**src/evs_pkg.sv**
```systemverilog
// Package for the encoder velocity estimator: payload structs, register
// indexes, sequencer states and the fixed-point helpers. No dependencies.
package evs_pkg;

  localparam int FRAC_BITS  = 16;
  localparam int SHIFT_Q    = 32 - FRAC_BITS;
  localparam int PROD_W     = 64;
  localparam int SCALED_W   = PROD_W + 10;
  localparam int NQ_W       = SCALED_W - SHIFT_Q;
  localparam int HI_W       = NQ_W - 32;
  localparam int GAIN_W     = 16;
  localparam int DIV_STEPS  = 32;
  localparam int DIV_CNT_W  = $clog2(DIV_STEPS);
  localparam int CFG_IDX_W  = 1;

  localparam logic [GAIN_W-1:0]   GAIN_RESET  = 16'd22938;
  localparam logic [SCALED_W-1:0] SPEED_SCALE = SCALED_W'(1000);

  localparam logic [CFG_IDX_W-1:0] REG_RADIANS_PER_TICK = 1'b0;
  localparam logic [CFG_IDX_W-1:0] REG_FILTER_GAIN      = 1'b1;

  typedef struct packed {
    logic signed [31:0] left_count;
    logic signed [31:0] right_count;
    logic        [31:0] time_ms;
  } evs_sample_t;

  typedef struct packed {
    logic signed [31:0] left_position;
    logic signed [31:0] right_position;
    logic signed [31:0] left_speed;
    logic signed [31:0] right_speed;
    logic        [31:0] elapsed_ms;
  } evs_result_t;

  typedef struct packed {
    logic        done;
    logic        sat;
    logic [31:0] quotient;
  } evs_div_res_t;

  typedef enum logic [3:0] {
    ST_IDLE,
    ST_MUL_POS_L,
    ST_MUL_POS_R,
    ST_MUL_SPEED,
    ST_SCALE,
    ST_DIV_START,
    ST_DIV_WAIT,
    ST_RAW,
    ST_DIFF,
    ST_FMUL,
    ST_FUPD,
    ST_OUTPUT
  } evs_state_t;

  function automatic logic [31:0] abs32(input logic [31:0] x);
    return x[31] ? (~x + 32'd1) : x;
  endfunction

  // Magnitude and sign to saturated two's complement.
  function automatic logic [31:0] sat_pack(input logic [63:0] mag, input logic neg);
    logic [31:0] r;
    if (neg) begin
      if (mag > 64'h0000_0000_8000_0000) r = 32'h8000_0000;
      else r = ~mag[31:0] + 32'd1;
    end else begin
      if (mag > 64'h0000_0000_7FFF_FFFF) r = 32'h7FFF_FFFF;
      else r = mag[31:0];
    end
    return r;
  endfunction

endpackage

```
**src/evs_divider.sv**
```systemverilog
// Restoring divider, one quotient bit per cycle, with overflow detection.
// Depends on evs_pkg.
module evs_divider import evs_pkg::*; (
  input  logic            clk,
  input  logic            rst,
  input  logic            start,
  input  logic [NQ_W-1:0] dividend,
  input  logic [31:0]     divisor,
  output evs_div_res_t    res
);

  logic                 busy;
  logic                 done;
  logic                 sat;
  logic [DIV_CNT_W-1:0] cnt;
  logic [31:0]          rem;
  logic [31:0]          quo;
  logic [32:0]          rem2;
  logic [32:0]          sub;
  logic                 ge;
  logic [HI_W-1:0]      hi;

  assign hi   = dividend[NQ_W-1:32];
  assign rem2 = {rem, quo[31]};
  assign sub  = rem2 - {1'b0, divisor};
  assign ge   = rem2 >= {1'b0, divisor};

  always_ff @(posedge clk) begin
    if (rst) begin
      busy <= 1'b0;
      done <= 1'b0;
      cnt  <= '0;
    end else begin
      done <= busy && (cnt == DIV_CNT_W'(DIV_STEPS - 1));
      if (start) begin
        busy <= 1'b1;
        cnt  <= '0;
      end else if (busy) begin
        cnt <= cnt + DIV_CNT_W'(1);
        if (cnt == DIV_CNT_W'(DIV_STEPS - 1)) busy <= 1'b0;
      end
    end
  end

  always_ff @(posedge clk) begin
    if (start) begin
      // quotient would not fit 32 bits
      sat <= 64'(hi) >= 64'(divisor);
      rem <= 32'(hi);
      quo <= dividend[31:0];
    end else if (busy) begin
      rem <= ge ? sub[31:0] : rem2[31:0];
      quo <= {quo[30:0], ge};
    end
  end

  assign res.done     = done;
  assign res.sat      = sat;
  assign res.quotient = quo;

endmodule

```
**config.mk**
```make
export PLATFORM = sky130hd
export DESIGN_NAME = evs_divider
export DESIGN_NICKNAME = d
export VERILOG_FILES = /design/src/evs_pkg.sv /design/src/evs_divider.sv
export SDC_FILE = /design/constraint.sdc
export NUM_CORES = 1
export LEC_CHECK = 0
export ABC_CLOCK_PERIOD_IN_PS = 7240
export BUFFER_PORTS_ARGS = -buffer_cell sky130_fd_sc_hd__buf_2
export CORE_MARGIN = 4
export CORE_UTILIZATION = 50
export CTS_CLUSTER_SIZE = 25
export DETAILED_ROUTE_END_ITERATION = 8
export GPL_ROUTABILITY_DRIVEN = 0
export PLACE_DENSITY = 0.75
export SETUP_SLACK_MARGIN = 0.15
export SYNTH_ARGS = -nofsm -noshare
export SYNTH_HDL_FRONTEND = slang
export SYNTH_SLANG_ARGS = --single-unit
```
**constraint.sdc**
```tcl
create_clock -name clk -period 7.24 [get_ports clk]
set_input_delay 1.448 -clock clk [delete_from_list [all_inputs] [get_ports clk]]
set_output_delay 1.448 -clock clk [all_outputs]
set_load 0.01 [all_outputs]
```
Yosys cells after proc, flatten, opt, wreduce, memory -nomap -nowiden:

Index checks and enable logic that the tools add are counted.

* flip-flop bits (word level): 72
* bits of input ports: 93
* output and inout port bits: 34
* word-level logic and storage cells: 23

* $add $sub $neg: 2
* $lt $le $gt $ge: 2
* equal/unequal tests: 1
* multiplexer cells: 8
* reduce and logical (&&, ||, !) cells: 3

Operator list (number)
* 2-to-1 mux 32 bit: 3
* 2-to-1 mux 26 bit: 2
* >= comparator 33 x 32 -> 1 bit: 1
* >= comparator 26 x 32 -> 1 bit: 1
* subtractor 32 bit: 1
* adder 5 x 1 -> 5 bit, second input constant: 1
* == test 5 bit, second input constant: 1
* 2-to-1 mux 1 bit: 3
* nonzero test 2 bit: 1
* OR reduction 2 bit: 1
* logical AND 1 bit: 1

Logic depth before layout (Yosys ltp):

* depth after elaboration: 4
* mapped depth: 14
* gate-level depth less buffers: 13

Worst setup path after synthesis:

OpenSTA, ideal clock, no wires.

* kind: input to register
* start: input port divisor[0]
* end: register rem[22] (data pin)
* setup time: 0.264 ns
* data arrival time: 3.625 ns
* required time: 6.976 ns
* path slack: 3.351 ns
* stages on the path: 12
* path buffers: 0
* path through: ha_1 > inv_1 > fa_1 > a21oi_1 > o211a_1 > o21ai_1 > a41o_1 > a21oi_2 > o21ai_1 > and4_1 > o31ai_1 > a21oi_1

* word-level cells in the longest chain between the ends: 4
* elaborated cells between the ends (all ways): 5
* those cells by class: add/sub: 1; order compare: 1; mux: 3

Ends and longest elaborated chain
* from (decl): RTL line evs_divider.sv:8 `input logic [31:0] divisor,`
* subtractor 32 bit / >= comparator 33 x 32 -> 1 bit (equally long branches): RTL line evs_divider.sv:25, evs_divider.sv:26
* 2-to-1 mux 32 bit *: RTL line evs_divider.sv:52 `rem <= ge ? sub[31:0] : rem2[31:0];`
* 2-to-1 mux 26 bit *: RTL line evs_divider.sv:51 `end else if (busy) begin`
* 2-to-1 mux 26 bit *: RTL line evs_divider.sv:46 `if (start) begin`
* to (signal assigned): RTL line evs_divider.sv:49 `rem <= 32'(hi);`
* to (signal assigned): RTL line evs_divider.sv:52
* to (decl): RTL line evs_divider.sv:16 `logic [31:0] rem;`

Mark *: on every way between the ends. The rest lies on a longest branch, timed or not. The select of a mux whose other input is x is not followed.
A chain may end at the register's enable or synchronous reset.

Final worst setup path:

* start: input port divisor[21]
* end: register rem[6] (data pin)

* word-level cells in the longest chain between the ends: 4

Ends and longest elaborated chain
* >= comparator 33 x 32 -> 1 bit: RTL line evs_divider.sv:26 `assign ge = rem2 >= {1'b0, divisor};`
* 2-to-1 mux 32 bit: RTL line evs_divider.sv:52
* 2-to-1 mux 26 bit: RTL line evs_divider.sv:51
* 2-to-1 mux 26 bit: RTL line evs_divider.sv:46

No other way between the ends. The select of a mux whose other input is x is not followed.

==> metrics <==
Synth top area share=between 30% and 40%; number of global-route vias before repair=between 4000 and 5000; final antenna diode count=0; number of H-tree branching levels=3; Slew HR=44.0%; post-route antenna net violation count=0; area grow syn2layout=18.3%; number of nets at the end of the flow=859; Detailed Routing Iterations Pass 1=4; later-pin clock latency in the skew report=between 300 and 400 ps; result of the run=completed; leakage dissipation=~3.1 nW; kind of start point of the critical path=input pin; via count of the routed design=just under 5000; vertical die dimension=approximately 110 µm; largest net degree at the start of global routing=48; final-report max-slew violation count=0; Setup crit end kind=register; count of standard-cell rows=38; initial detailed-routing violation count=194; Worst-path clk slew=around 60 ps; Crit Path Max Fanout=20; core area=roughly 11000 µm²; achievable frequency=0.230 GHz; total global-route track usage=a little over a fifth; post-detailed-placement half-perimeter wirelength=between 10000 and 15000 µm; number of warnings printed during yosys synthesis=0; Synth Instances=588; count of cells resized by post-cts repair=0; Post-CTS Setup Inserts=0; final setup violation count=0; hold depth=2; TritonCTS clock tree=yes; Data required, critical path=between 7000 and 8000 ps; register-to-register path setup slack=3680 ps; global-route wire length before repair=roughly 23000 µm; setup_tns=0 ps; unrepaired setup endpoints after global routing=false; worst min path class=register to register; launching instance or port of the critical path=divisor[21]; Final Hold Viols=0; prevailing post-synth register cell=sky130_fd_sc_hd__edfxtp_1; launch instance of the worst min-delay path=rem[30]; count of unique library cells instantiated by Yosys=60; count of cells along the worst register-to-register path=10; endpoint of the lowest-slack register-to-register path=rem[6]; IO buf count=approximately 130; Worst Max-Slew Pin Slew=~840 ps; synthesized area per cell=between 9 and 10 µm²; power density cells=229 nW/µm²; crit path DAT=around 4500 ps; total of hold buffers inserted after clock tree synthesis=0; initial core utilization=between 50% and 60%; total wire length=between 10000 and 15000 µm; final critical-path share of the clock period=60.2%; TritonCTS buffer count=9; type of the worst setup path=input pin to register; startpoint of the most critical register-to-register path=rem[20]; net count after synthesis=roughly 740; total power of the final layout=about 1.5 mW; die outline width=around 110 µm; Endpoint, Worst Hold=rem[30]; vias per cell=approximately 5.7; minimum clock period after layout=4360 ps; DRC errors left=0; layout cell share with drive strength beyond 1=between 20 and 30%; peak supply drop=~150 µV; core occupancy in the finished layout=61.3%; biggest area contributors in the synthesized netlist=sky130_fd_sc_hd__edfxtp_1, sky130_fd_sc_hd__ha_1, sky130_fd_sc_hd__mux2_2; post-synthesis sequential area ratio=35.7%; max-cap violation count=0; count of boundary I/O pins=about 130; total grt overflow=0; number of flops mapped to enable cells by yosys=59; Setup Skew=roughly 5.8 ps; summed instance area of the synthesized netlist=approximately 5700 µm²; antenna violations before repair=0; flops & latches, synth=72; Async SR Flop Fraction=0%; top cell type by total area after synthesis=sky130_fd_sc_hd__edfxtp_1; area enclosed by the die boundary=about 13000 µm²; clock net sink count=just over 70; library cell used as clock root buffer=sky130_fd_sc_hd__clkbuf_16; Avg WL per Cell=16.2 µm; Bufs on Longest Clock Path=2
worst max-delay path, stage by stage:
cell,delay [ps]
sky130_fd_sc_hd__buf_2,70
sky130_fd_sc_hd__inv_1,50
sky130_fd_sc_hd__ha_1,410
sky130_fd_sc_hd__and3_1,250
sky130_fd_sc_hd__nand2_1,90
sky130_fd_sc_hd__nor3_1,380
sky130_fd_sc_hd__inv_1,130
sky130_fd_sc_hd__o2111ai_2,260
sky130_fd_sc_hd__a31o_1,630
sky130_fd_sc_hd__buf_4,360
sky130_fd_sc_hd__a21oi_1,110
sky130_fd_sc_hd__mux2_2,260
state kept, by name (all words and copies together) (netlist names):
signal  cells
busy        1
cnt         5
done        1
quo        32
rem        32
sat         1
synth_stat cells, types with 2 or more instances:
| library cell | instances |
|---|---|
| sky130_fd_sc_hd__o21ai_1 | 4 |
| sky130_fd_sc_hd__a31oi_4 | 2 |
| sky130_fd_sc_hd__o31a_1 | 2 |
| sky130_fd_sc_hd__nor3_1 | 11 |
| sky130_fd_sc_hd__a31oi_1 | 6 |
| sky130_fd_sc_hd__edfxtp_1 | 59 |
| sky130_fd_sc_hd__a21o_1 | 21 |
| sky130_fd_sc_hd__nand4_1 | 10 |
| sky130_fd_sc_hd__dfxtp_1 | 13 |
| sky130_fd_sc_hd__mux2_2 | 48 |
| sky130_fd_sc_hd__o211ai_1 | 2 |
| sky130_fd_sc_hd__a311oi_1 | 2 |
| sky130_fd_sc_hd__mux2i_1 | 7 |
| sky130_fd_sc_hd__ha_1 | 60 |
| sky130_fd_sc_hd__buf_2 | 7 |
| sky130_fd_sc_hd__xnor2_1 | 15 |
| sky130_fd_sc_hd__o2111ai_1 | 2 |
| sky130_fd_sc_hd__nor4_1 | 3 |
| sky130_fd_sc_hd__o211a_1 | 2 |
| sky130_fd_sc_hd__nand2_1 | 48 |
| sky130_fd_sc_hd__o21bai_1 | 4 |
| sky130_fd_sc_hd__a21oi_1 | 47 |
| sky130_fd_sc_hd__nor2_1 | 36 |
| sky130_fd_sc_hd__nand2b_1 | 5 |
| sky130_fd_sc_hd__buf_4 | 2 |
| sky130_fd_sc_hd__o31ai_1 | 6 |
| sky130_fd_sc_hd__buf_1 | 4 |
| sky130_fd_sc_hd__xor2_1 | 12 |
| sky130_fd_sc_hd__inv_1 | 44 |
| sky130_fd_sc_hd__o21ai_0 | 30 |
| sky130_fd_sc_hd__or2_2 | 2 |
| sky130_fd_sc_hd__clkbuf_1 | 10 |
| sky130_fd_sc_hd__nor3b_1 | 3 |
| sky130_fd_sc_hd__nand3_1 | 12 |
| sky130_fd_sc_hd__a21oi_2 | 2 |
| sky130_fd_sc_hd__and3_1 | 9 |
| sky130_fd_sc_hd__o21a_1 | 3 |
| sky130_fd_sc_hd__nor2b_1 | 9 |
| sky130_fd_sc_hd__a211oi_1 | 3 |
layer usage:
metal	vias up	track usage [%]	share of wire, %	wire [µm]
met3	15	4.74	6.6	915
met1	2256	27.7	44	6000
met2	126	36.6	48	6660
met4	0	6.81	1.5	201
li1	2406	-	-	-
met5	-	0	0	0
per-stage QoR:
stage / hold slack, ps / instance area, µm² / worst slack, ps / cells
after floorplan: 470 / 5700 / 3350 / 588
after global placement: 500 / 6420 / 2700 / 834
after detailed placement: 497 / 6420 / 2590 / 834
after CTS: 521 / 6740 / 2930 / 850
after global routing: 548 / 6740 / 2570 / 850
final: 518 / 6740 / 2880 / 850
area by class of cell:
| cell class | count | area, µm² |
|---|---|---|
| Multi-Input combinational cell | 448 | 3390 |
| Clock buffer | 9 | 225 |
| Fill cell | 933 | 4250 |
| Tap cell | 140 | 175 |
| Inverter | 44 | 165 |
| Timing Repair Buffer | 130 | 661 |
| Clock inverter | 7 | 87.6 |
| Sequential cell | 72 | 2030 |
cells by family after synthesis:
logic type      share of synthesized area, %
simple gates                            13.5
xor+xnor                                4.15
mux                                     10.7
fa+ha+maj                               13.5
flops                                   35.7
buf+inv                                 4.90
compound gates                          17.5
power by group:
part / internal (mW) / total [mW] / switching [mW]
logic: 0.234 / 0.531 / 0.297
clock network: 0.275 / 0.471 / 0.196
registers: 0.512 / 0.543 / 0.0313
layout by cell type, fill, tap and decap left out, drive strengths merged, types with 2 or more instances in the layout:
cell / instances
a211oi: 3
a21o: 21
a21oi: 49
a311oi: 2
a31oi: 8
and3: 9
and4: 2
buf: 130
clkbuf: 9
clkinv: 2
dfxtp: 13
edfxtp: 59
ha: 60
inv: 48
mux2: 48
mux2i: 7
nand2: 48
nand2b: 5
nand3: 13
nand3b: 2
nand4: 10
nor2: 36
nor2b: 9
nor3: 11
nor3b: 3
nor4: 3
o2111ai: 3
o211a: 2
o211ai: 3
o21a: 3
o21ai: 35
o21bai: 5
o31a: 2
o31ai: 6
or2: 2
xnor2: 15
xor2: 12
worst max-delay path by stage:
stage          endpoint  cells past startpoint
6_report         rem[6]                     12
5_1_grt          rem[6]                     12
4_1_cts          rem[6]                     12
3_3_place_gp     rem[6]                     12
2_1_floorplan   rem[22]                     12
3_5_place_dp     rem[6]                     12
Power figures use the tool's default switching activity.
